[src/rtl/v2cd_pkg.sv]
// Package for the vector-to-compass-degrees block: widths, payload types,
// status struct and the stepped angle correction. No dependencies.
package v2cd_pkg;

   localparam int INPUT_BITS = 16;
   localparam int MAG_W      = INPUT_BITS - 1;
   localparam int QUOT_W     = 6;
   localparam int NUM_W      = MAG_W + QUOT_W;
   localparam int ANGLE_W    = 9;
   localparam int CORR_W     = 3;

   localparam logic [ANGLE_W-1:0] DEG_90  = ANGLE_W'(90);
   localparam logic [ANGLE_W-1:0] DEG_180 = ANGLE_W'(180);
   localparam logic [ANGLE_W-1:0] DEG_360 = ANGLE_W'(360);

   typedef struct packed {
      logic signed [INPUT_BITS-1:0] x_component;
      logic signed [INPUT_BITS-1:0] y_component;
   } req_type;

   typedef struct packed {
      logic [ANGLE_W-1:0] angle_degrees;
      logic               zero_vector;
   } rsp_type;

   // Per-item side information carried beside the datapath.
   typedef struct packed {
      logic xneg;
      logic yneg;
      logic mirror;
      logic zero;
   } flags_type;

   // Stepped correction of 0..4 degrees on the raw quotient.
   function automatic logic [CORR_W-1:0] correction(input logic [QUOT_W-1:0] d);
      logic [CORR_W-1:0] c;
      c = '0;
      if (d > QUOT_W'(22)) begin
         if (d <= QUOT_W'(44)) c = c + CORR_W'(1);
         if (d <= QUOT_W'(41)) c = c + CORR_W'(1);
         if (d <= QUOT_W'(37)) c = c + CORR_W'(1);
         if (d <= QUOT_W'(32)) c = c + CORR_W'(1);
      end else begin
         if (d >= QUOT_W'(2))  c = c + CORR_W'(1);
         if (d >= QUOT_W'(6))  c = c + CORR_W'(1);
         if (d >= QUOT_W'(10)) c = c + CORR_W'(1);
         if (d >= QUOT_W'(15)) c = c + CORR_W'(1);
      end
      return c;
   endfunction

endpackage

[src/rtl/v2cd_front.sv]
// Front end: magnitudes, octant select and smaller magnitude times 45.
// Two register stages. Depends on v2cd_pkg.
module v2cd_front (
   input  logic                        clock,
   input  logic                        reset,
   input  logic                        in_valid,
   input  v2cd_pkg::req_type           in_req,
   output logic                        out_valid,
   output logic [v2cd_pkg::NUM_W-1:0]  out_num,
   output logic [v2cd_pkg::MAG_W-1:0]  out_large,
   output v2cd_pkg::flags_type         out_flags
);

   localparam int IB = v2cd_pkg::INPUT_BITS;
   localparam int MW = v2cd_pkg::MAG_W;
   localparam int NW = v2cd_pkg::NUM_W;

   function automatic logic [MW-1:0] mag(input logic [IB-1:0] v);
      logic [IB-1:0] n;
      n = -v;
      if (!v[IB-1]) return v[MW-1:0];
      if (v == {1'b1, {(IB-1){1'b0}}}) return {MW{1'b1}};  // clamp most negative
      return n[MW-1:0];
   endfunction

   logic [MW-1:0]       ux, uy;
   logic                v1_ff, v2_ff;
   logic [MW-1:0]       small_ff, small_in, large_ff, large_in, large2_ff;
   v2cd_pkg::flags_type flags_ff, flags_in, flags2_ff;
   logic [NW-1:0]       num_ff, num_in;

   always_comb begin
      ux = mag(in_req.x_component);
      uy = mag(in_req.y_component);
      flags_in.xneg   = in_req.x_component[IB-1];
      flags_in.yneg   = in_req.y_component[IB-1];
      flags_in.mirror = (ux > uy);
      flags_in.zero   = (ux == '0) && (uy == '0);
      small_in = flags_in.mirror ? uy : ux;
      large_in = flags_in.mirror ? ux : uy;
   end

   // x*45 = x*32 + x*8 + x*4 + x
   assign num_in = (NW'(small_ff) << 5) + (NW'(small_ff) << 3)
                 + (NW'(small_ff) << 2) + NW'(small_ff);

   always_ff @(posedge clock) begin
      if (reset) begin
         v1_ff <= 1'b0;
         v2_ff <= 1'b0;
      end else begin
         v1_ff <= in_valid;
         v2_ff <= v1_ff;
      end
      small_ff  <= small_in;
      large_ff  <= large_in;
      flags_ff  <= flags_in;
      num_ff    <= num_in;
      large2_ff <= large_ff;
      flags2_ff <= flags_ff;
   end

   assign out_valid = v2_ff;
   assign out_num   = num_ff;
   assign out_large = large2_ff;
   assign out_flags = flags2_ff;

endmodule

[src/rtl/v2cd_divider.sv]
// Pipelined restoring divider: one quotient bit per register stage.
// Depends on v2cd_pkg.
module v2cd_divider (
   input  logic                        clock,
   input  logic                        reset,
   input  logic                        in_valid,
   input  logic [v2cd_pkg::NUM_W-1:0]  in_num,
   input  logic [v2cd_pkg::MAG_W-1:0]  in_large,
   input  v2cd_pkg::flags_type         in_flags,
   output logic                        out_valid,
   output logic [v2cd_pkg::QUOT_W-1:0] out_quot,
   output v2cd_pkg::flags_type         out_flags
);

   localparam int QW = v2cd_pkg::QUOT_W;
   localparam int NW = v2cd_pkg::NUM_W;
   localparam int MW = v2cd_pkg::MAG_W;

   logic                valid_ff [1:QW];
   logic [NW-1:0]       rem_ff   [1:QW];
   logic [MW-1:0]       large_ff [1:QW];
   logic [QW-1:0]       quot_ff  [1:QW];
   v2cd_pkg::flags_type flags_ff [1:QW];

   for (genvar i = 0; i < QW; i++) begin : g_step
      localparam int K = QW - 1 - i;
      logic                valid_src;
      logic [NW-1:0]       rem_src;
      logic [MW-1:0]       large_src;
      logic [QW-1:0]       quot_src;
      v2cd_pkg::flags_type flags_src;
      logic [NW-1:0]       dsh;
      logic                take;
      logic [NW-1:0]       rem_in;
      logic [QW-1:0]       quot_in;

      // first stage takes the module inputs, later ones the previous stage
      if (i == 0) begin : g_first
         assign valid_src = in_valid;
         assign rem_src   = in_num;
         assign large_src = in_large;
         assign quot_src  = '0;
         assign flags_src = in_flags;
      end else begin : g_next
         assign valid_src = valid_ff[i];
         assign rem_src   = rem_ff[i];
         assign large_src = large_ff[i];
         assign quot_src  = quot_ff[i];
         assign flags_src = flags_ff[i];
      end

      always_comb begin
         dsh     = NW'(large_src) << K;
         take    = (rem_src >= dsh);
         rem_in  = take ? rem_src - dsh : rem_src;
         quot_in = quot_src;
         quot_in[K] = take;
      end

      always_ff @(posedge clock) begin
         if (reset) begin
            valid_ff[i+1] <= 1'b0;
         end else begin
            valid_ff[i+1] <= valid_src;
         end
         rem_ff[i+1]   <= rem_in;
         large_ff[i+1] <= large_src;
         quot_ff[i+1]  <= quot_in;
         flags_ff[i+1] <= flags_src;
      end
   end

   assign out_valid = valid_ff[QW];
   assign out_quot  = quot_ff[QW];
   assign out_flags = flags_ff[QW];

endmodule

[src/rtl/v2cd_back.sv]
// Back end: correction, mirror, quadrant fold and the result register.
// Depends on v2cd_pkg.
module v2cd_back (
   input  logic                        clock,
   input  logic                        reset,
   input  logic                        in_valid,
   input  logic [v2cd_pkg::QUOT_W-1:0] in_quot,
   input  v2cd_pkg::flags_type         in_flags,
   output logic                        out_strobe,
   output v2cd_pkg::rsp_type           out_rsp
);

   localparam int AW = v2cd_pkg::ANGLE_W;

   logic [AW-1:0]     base, oct, deg;
   logic              strobe_ff;
   v2cd_pkg::rsp_type rsp_ff, rsp_in;

   always_comb begin
      base = AW'(in_quot) + AW'(v2cd_pkg::correction(in_quot));
      oct  = in_flags.mirror ? v2cd_pkg::DEG_90 - base : base;
      if (in_flags.yneg)
         deg = in_flags.xneg ? v2cd_pkg::DEG_180 + oct : v2cd_pkg::DEG_180 - oct;
      else if (in_flags.xneg)
         deg = v2cd_pkg::DEG_360 - oct;
      else
         deg = oct;
      rsp_in.angle_degrees = in_flags.zero ? '0 : deg;
      rsp_in.zero_vector   = in_flags.zero;
   end

   always_ff @(posedge clock) begin
      if (reset) begin
         strobe_ff <= 1'b0;
      end else begin
         strobe_ff <= in_valid;
      end
      rsp_ff <= rsp_in;
   end

   assign out_strobe = strobe_ff;
   assign out_rsp    = rsp_ff;

endmodule

[src/rtl/vector_to_compass_degrees_top.sv]
// Vector to compass degrees, fast integer atan2. Pipeline from the start
// transfer to rsp_strobe: 2 front stages, 6 divider stages, 1 output stage.
// Throughput: one vector per cycle; the one-quotient-bit-per-stage divider
// sets the depth. busy is always low and results cannot be held off.
// Reset (synchronous, active high) clears every stage valid bit; items in
// flight are dropped and no strobe follows them.
module vector_to_compass_degrees_top (
   input  logic              clock,
   input  logic              reset,
   // request channel
   input  logic              start,
   output logic              busy,
   input  v2cd_pkg::req_type req_payload,
   // result channel, one-cycle strobe
   output logic              rsp_strobe,
   output v2cd_pkg::rsp_type rsp_payload
);

   // front -> divider
   logic                        f_valid;
   logic [v2cd_pkg::NUM_W-1:0]  f_num;
   logic [v2cd_pkg::MAG_W-1:0]  f_large;
   v2cd_pkg::flags_type         f_flags;
   // divider -> back
   logic                        d_valid;
   logic [v2cd_pkg::QUOT_W-1:0] d_quot;
   v2cd_pkg::flags_type         d_flags;

   // Fully pipelined, so every start is a transfer.
   assign busy = 1'b0;

   // Magnitudes, clamp of most negative input, smaller*45.
   v2cd_front u_front (
      .clock     (clock),
      .reset     (reset),
      .in_valid  (start && !busy),
      .in_req    (req_payload),
      .out_valid (f_valid),
      .out_num   (f_num),
      .out_large (f_large),
      .out_flags (f_flags)
   );

   // Quotient 0..45 of smaller*45 / larger.
   v2cd_divider u_div (
      .clock     (clock),
      .reset     (reset),
      .in_valid  (f_valid),
      .in_num    (f_num),
      .in_large  (f_large),
      .in_flags  (f_flags),
      .out_valid (d_valid),
      .out_quot  (d_quot),
      .out_flags (d_flags)
   );

   // Correction, mirror about 45, fold into quadrant, zero-vector override.
   v2cd_back u_back (
      .clock      (clock),
      .reset      (reset),
      .in_valid   (d_valid),
      .in_quot    (d_quot),
      .in_flags   (d_flags),
      .out_strobe (rsp_strobe),
      .out_rsp    (rsp_payload)
   );

`ifndef NO_ASSERTIONS
   a_zero_angle : assert property (@(posedge clock) disable iff (reset)
      rsp_strobe && rsp_payload.zero_vector |-> rsp_payload.angle_degrees == '0)
      else $error("zero vector must report angle 0");

   a_angle_range : assert property (@(posedge clock) disable iff (reset)
      rsp_strobe |-> rsp_payload.angle_degrees <= v2cd_pkg::DEG_360)
      else $error("angle above 360");

   a_reset_flush : assert property (@(posedge clock)
      reset |=> !rsp_strobe && !d_valid && !f_valid)
      else $error("pipeline valid bits not cleared by reset");
`endif

endmodule

[config.mk]
export PLATFORM = sky130hd
export DESIGN_NAME = vector_to_compass_degrees_top
export DESIGN_NICKNAME = d
export VERILOG_FILES = /design/src/rtl/v2cd_pkg.sv /design/src/rtl/v2cd_front.sv /design/src/rtl/v2cd_divider.sv /design/src/rtl/v2cd_back.sv /design/src/rtl/vector_to_compass_degrees_top.sv
export SDC_FILE = /design/constraint.sdc
export NUM_CORES = 1
export LEC_CHECK = 0
export BUFFER_PORTS_ARGS = -buffer_cell sky130_fd_sc_hd__clkbuf_2
export CORE_MARGIN = 10
export CORE_UTILIZATION = 55
export DETAILED_ROUTE_END_ITERATION = 10
export PLACE_DENSITY = 0.69
export SLEW_MARGIN = 20
export SYNTH_ARGS = -nofsm -noshare
export SYNTH_HDL_FRONTEND = slang
export SYNTH_SLANG_ARGS = --single-unit
[constraint.sdc]
create_clock -name clock -period 5.4 [get_ports clock]
set_clock_uncertainty 0.05 [all_clocks]
set_input_delay 0 -clock clock [delete_from_list [all_inputs] [get_ports clock]]
set_output_delay 0 -clock clock [all_outputs]
set_load 0.05 [all_outputs]
==> results by group, run 1 <==
STA
  • Final Hold Viols: 0
  • RSZ-0062 raised after global routing: true
  • Max-slew violations: 0
  • Min Tclk post-route: 5.13 ns
  • Setup violations, final: 0
  • Slew of the pin with the lowest slew margin: 1.03 ns
  • Relative slew slack: 0.295
  • Period utilization: 0.949
  • Worst Setup Slack, final: 0.274 ns
  • Final hold slack: 0.0148 ns
  • Achievable Freq: 195 MHz

Job
  • Total of max-cap violations: 0

Logic synthesis
  • Commonest cells post-synth: 318 x dfxtp_1, 152 x inv_1, 146 x ha_1, 128 x nor2_1, 108 x a21oi_1
  • Post-synth EDFFs: 0
  • Post-Synthesis Cells: 1617
  • Mapped Area: 0.0155 mm²
  • Area leader, netlist: dfxtp_1
  • Count leader, synth: dfxtp_1
  • Post-synth top area share: 0.411
  • Synth cell types: 76
  • Seq/Total Area, Yosys: 0.411
  • Primary FF master, synth: dfxtp_1
  • Yosys warning count: 0
  • Mapped Nets: 1829
  • Synthesis-stage register bit count: 318
  • Async SR Flop Fraction: 0
  • Mapped Avg Cell Area: 9.58 µm²
  • Dominant cells by area after synthesis: dfxtp_1 41%, ha_1 12%, xnor2_1 4.2%

Clocking
  • Clk_lat worst skew: 0.49 ns
  • CTS tree: done
  • CTS Buf Count: 34
  • Root Buffer: clkbuf_16
  • Clk sink count: 318
  • H-tree depth: 2
  • CTS clk-pin slew, worst paths: 0.06 ns
  • CTS max path bufs: 3

Finish
  • Layout cells sized above 1: 0.0936
  • Area Overhead vs Synth: 14.0%
  • FF+latch area: 0.00637 mm²
  • Final nets: 1922
  • Final Instance Count excl. Fillers: 2109
  • Area of the multi-input gates: 0.00846 mm²
  • Layout filler cell count: 2335

GRT
  • Global-route wire length before repair: 51.3 mm
  • Initial antenna violation count: 1
  • Vias in the first global route: 11100
  • Largest net degree at the start of global routing: 31
  • Total grt overflow: 0
  • Total global-route track usage: 0.170

Die
  • Core Region: 0.0278 mm²
  • Die ar.: 0.0353 mm²
  • Die height: 188 µm
  • I/O pin count: 47
  • Width of the die: 188 µm
  • Initial Util: 0.558
  • Row cnt: 61

Drt
  • # DRC: 0
  • DRT Pass-1 Iters: 5
  • Initial DRC Count: 394
  • Routed WL: 30.4 mm
  • Vias post-DR: 11200
  • Antenna-violating nets left: 0
  • DR vias/cell: 5.31
  • Routed WL per cell: 14.4 µm

Setup path
  • Worst Setup End Kind: flop
  • Reg2reg setup slack: 0.27 ns
  • Worst EP arrival: 5.49 ns
  • Critical Path Fanout Max: 8
  • Nature of the critical path startpoint: flop
  • WS Path Type: reg -> reg
  • Req. time, crit path: 5.76 ns
  • Reg2reg path depth: 20

Outcome
  • Status: finished clean

Min path
  • Hold WC Path Type: in -> reg
  • WHS Path Cells: 4

Placed design
  • Post-DP HPWL: 23.5 mm
  • PortBufs: 45
  • Routability congestion estimate: 0.902
  • Pre-CTS setup slack: 0.248 ns
  • Placed instance count: 2017
==> layout by cell type (no fill, tap or decap), drive strengths merged, types with 43 or more instances in the layout <==
| cell type | count |
|---|---|
| xnor2 | 75 |
| ha | 146 |
| clkbuf | 97 |
| xor2 | 43 |
| a21oi | 109 |
| inv | 152 |
| o21ai | 79 |
| nor2 | 129 |
| nand2 | 86 |
| dfxtp | 318 |
==> per-stage QoR <==
stage	TNS (ns)	util	cell area [µm²]
finish	0	0.636	17700
global route	-0.0539	0.636	17700
CTS	0	0.635	17600
detailed placement	0	0.581	16100
global placement	0	0.581	16100
floorplan	0	-	15500
==> registers in the layout (all words and copies together) (netlist names), 4 cells and up <==
name and count:
u_front.out_num 21, u_front.flags_ff 4, u_div.flags_ff 24, u_back.out_rsp 10
u_front.small_ff 15, u_div.quot_ff 21, u_front.out_large 15, u_front.large_ff 15
u_front.out_flags 4, u_div.large_ff 75, u_div.rem_ff 105, u_div.valid_ff 6
==> cells by family (layout without fill, tap and decap cells) <==
kind of cell / after synthesis / in the layout / synth area share
other cells: 1 / 2 / 0.000242
buf+inv: 184 / 297 / 0.0459
flops: 318 / 318 / 0.411
fa+ha+maj: 177 / 177 / 0.158
compound gates: 348 / 348 / 0.145
mux: 63 / 63 / 0.0427
simple gates: 408 / 408 / 0.131
xor+xnor: 118 / 118 / 0.0667
==> worst paths after layout <==
check,from,to
max,u_div.quot_ff[0][38],u_back.out_rsp[8]
max reg2reg,u_div.quot_ff[0][38],u_back.out_rsp[8]
min reg2reg,u_div.quot_ff[0][27],u_div.quot_ff[0][33]
min,req_payload[6],u_front.large_ff[6]
==> worst max-delay path, cell delays in order (launching register included) <==
cell      delay [ns]
dfxtp_1         0.36
or2_2           0.32
and2_1          0.17
o21ai_0         0.21
ha_1            0.30
xor2_1          0.20
ha_1            0.29
mux2i_1         0.06
mux2i_1         0.22
inv_1           0.09
fa_1            0.55
inv_1           0.05
ha_1            0.20
o211a_1         0.26
mux2i_1         0.14
a211oi_2        0.29
xor2_2          0.19
or4b_1          0.55
a221oi_2        0.27
nor3_1          0.09
nor3_1          0.17
==> metal layers <==
layer | GRT usage | vias up | routed length (µm) | share of wire
met5 | 0 | - | 0 | 0
met4 | 0.0609 | 0 | 865 | 0.028
met3 | 0.0262 | 64 | 990 | 0.033
met2 | 0.322 | 182 | 15900 | 0.52
met1 | 0.187 | 5182 | 12700 | 0.42
li1 | - | 5773 | - | -
==> what timing repair did <==
action                                  in CTS  in global routing
endpoints found under the hold margin       34                  0
buffers inserted                             0                  0
endpoints found under the setup margin       0                  4
resized for setup                            0                  3
hold buffers                                35                  0
==> final cells by class <==
cell class | instances | share of cell area
Multi-Input combinational cell | 1115 | 0.479
Antenna cell | 1 | 0.000142
Clock inverter | 4 | 0.00439
Timing Repair Buffer | 89 | 0.0364
Tap cell | 378 | 0.0268
Clock buffer | 52 | 0.0607
Inverter | 152 | 0.0323
Sequential cell | 318 | 0.360
Power of run 1 is left out: the tool's default activity adds up to more than one toggle a clock period on the data nets, which glitch-free logic cannot reach.
==> run 2: changes to the inputs <==
--- a/config.mk
+++ b/config.mk
@@ -7,9 +7,9 @@
 export LEC_CHECK = 0
 export BUFFER_PORTS_ARGS = -buffer_cell sky130_fd_sc_hd__clkbuf_2
 export CORE_MARGIN = 10
-export CORE_UTILIZATION = 55
+export CORE_UTILIZATION = 46
 export DETAILED_ROUTE_END_ITERATION = 10
-export PLACE_DENSITY = 0.69
+export PLACE_DENSITY = 0.59
 export SLEW_MARGIN = 20
 export SYNTH_ARGS = -nofsm -noshare
 export SYNTH_HDL_FRONTEND = slang
==> results by group, run 2 (synthesized netlist as in run 1, its figures left out) <==
Outcome
  • Status: finished clean

GRT
  • Vias in the first global route: 11300 (+1.2%)
  • Total grt overflow: 0 (unchanged)
  • Global-route wire length before repair: 53.3 mm (+3.9%)
  • Total global-route track usage: 0.154 (-0.0160)
  • Initial antenna violation count: 0 (-1)
  • Largest net degree at the start of global routing: 31 (unchanged)

STA
  • Setup_tns: 0 ns (unchanged)
  • Final Hold Viols: 0 (unchanged)
  • Worst Setup Slack, final: 0.414 ns (+0.140 ns)
  • Achievable Freq: 201 MHz (+2.8%)
  • Min Tclk post-route: 4.99 ns (-0.140 ns)
  • Period utilization: 0.923 (-0.0258)
  • Slew of the pin with the lowest slew margin: 1.02 ns (-0.0128 ns)
  • RSZ-0062 raised after global routing: false
  • Relative slew slack: 0.304 (+0.00873)
  • Max-slew violations: 0 (unchanged)
  • Final hold slack: 0.0232 ns (+0.00833 ns)
  • Setup violations, final: 0 (unchanged)

Drt
  • DR vias/cell: 5.09 (-4.1%)
  • Routed WL per cell: 14.1 µm (-1.8%)
  • Routed WL: 30.9 mm (+1.7%)
  • DRT Pass-1 Iters: 5 (unchanged)
  • Vias post-DR: 11100 (-0.68%)
  • # DRC: 0 (unchanged)
  • Initial DRC Count: 520 (+32%)
  • Antenna-violating nets left: 0 (unchanged)

Setup path
  • Critical Path Fanout Max: 7 (-1)
  • Slowest CP cell: fa_1
  • WS Path Type: reg -> reg
  • Req. time, crit path: 5.78 ns (+0.02 ns)
  • CP peak stage delay: 0.56 ns (about the same)
  • Worst EP arrival: 5.37 ns (-0.12 ns)
  • Worst path cell trace: or2_2 -> and2_1 -> o21ai_1 -> ha_1 -> xor2_1 -> ha_1 -> mux2i_1 -> mux2i_1 -> inv_1 -> fa_1 -> inv_1 -> ha_1 -> o211a_1 -> mux2i_1 -> a211oi_2 -> xor2_2 -> or4b_1 -> a221oi_2 -> nor3_1 -> nor3_1
  • Worst Setup End Kind: flop
  • Nature of the critical path startpoint: flop
  • Reg2reg setup slack: 0.41 ns (+0.14 ns)

Finish
  • Largest registers: u_div.rem_ff: 105 flops, u_div.large_ff: 75 flops, u_div.flags_ff: 24 flops
  • Final nets: 1925 (+0.16%)
  • Commonest non-fill, non-tap cell in the layout: dfxtp_1
  • Top reg by flops: u_div.rem_ff
  • Layout cells sized above 1: 0.0997 (+0.00601)
  • # diodes: 0 (-1)
  • Most frequent cells in the layout: 316 x dfxtp_1, 152 x inv_1, 146 x ha_1
  • Util after Layout: 0.536 (-0.0995)
  • Number of flip-flops in the largest register: 105 (unchanged)
  • Area Overhead vs Synth: 15.5%

Clocking
  • CTS Buf Count: 36 (+5.9%)
  • CTS clk-pin slew, worst paths: 0.06 ns (about the same)
  • Root Buffer: clkbuf_16
  • H-tree depth: 2 (unchanged)
  • CTS max path bufs: 3 (unchanged)
  • CTS tree: done
  • Clk_lat worst skew: 0.51 ns (+0.02 ns)
  • Clk sink count: 318 (unchanged)

Die
  • Initial Util: 0.464 (-0.0933)
  • Die height: 204 µm (+8.4%)
  • I/O pin count: 47 (unchanged)
  • Row cnt: 67 (+9.8%)
  • Width of the die: 204 µm (+8.4%)
  • Core Region: 0.0334 mm² (+20%)
  • Die ar.: 0.0414 mm² (+17%)

Placed design
  • PortBufs: 45 (unchanged)
  • Pre-CTS setup slack: 0.192 ns (-0.0561 ns)
  • Post-DP HPWL: 24.1 mm (+2.3%)
  • Routability congestion estimate: 0.860 (-4.6%)

Job
  • Total of max-cap violations: 0 (unchanged)

Min path
  • Hold WC Path Type: in -> reg
-- run 2: cell count changes in the layout (fill, tap and decap cells not counted), sizes merged --
cell and change:
diode -1, clkbuf -8, clkinv +5, clkinvlp +2
bufinv +6, buf +1
-- run 2: metal layers --
metal | wire (µm) | global-route usage
met1 | 13300 | 0.174
met2 | 15300 | 0.279
met3 | 949 | 0.0244
met4 | 1320 | 0.0714
met5 | 0 | 0
-- run 2: what timing repair did --
item,in CTS,in global routing
buffers inserted,0,3
endpoints found under the setup margin,0,6
endpoints found under the hold margin,32,0
resized for setup,0,7
hold buffers,35,0
-- run 2: cell type report --
| type | instances | area [µm²] |
|---|---|---|
| repair buffers | 90 | 651 |
| clock inverters | 17 | 294 |
| fillers | 3015 | 15500 |
| well taps | 448 | 561 |
| flip-flops and latches | 318 | 6370 |
| multi-input cells | 1115 | 8470 |
| inverters | 152 | 571 |
| clock buffers | 44 | 982 |
-- run 2: final timing paths --
| path | startpoint | end | depth (start not counted) |
|---|---|---|---|
| max reg2reg | u_div.quot_ff[0][38] | u_back.out_rsp[8] | 20 |
| max | u_div.quot_ff[0][38] | u_back.out_rsp[8] | 20 |
| min reg2reg | u_div.flags_ff[2][7] | u_div.flags_ff[3][3] | 0 |
| min | req_payload[14] | u_front.small_ff[14] | 4 |
-- run 2: critical path, delay by kind of cell, from the launching register on --
kind / cells / cell delay, ns
AO/OA/AOI/OAI: 4 / 0.93
XOR/XNOR: 2 / 0.36
adder cells (fa/ha/maj): 4 / 1.33
buffers and inverters: 2 / 0.15
flip-flops: 1 / 0.37
multiplexers: 3 / 0.42
AND/OR/NAND/NOR: 5 / 1.30
-- run 2: stage by stage --
step / instance area [µm²] / cells
floorplan: 15500 / 1617
global placement: 16200 / 2085
detailed placement: 16200 / 2085
CTS: 17800 / 2181
global route: 17900 / 2184
finish: 17900 / 2184
Power of run 2 is left out for the same reason.
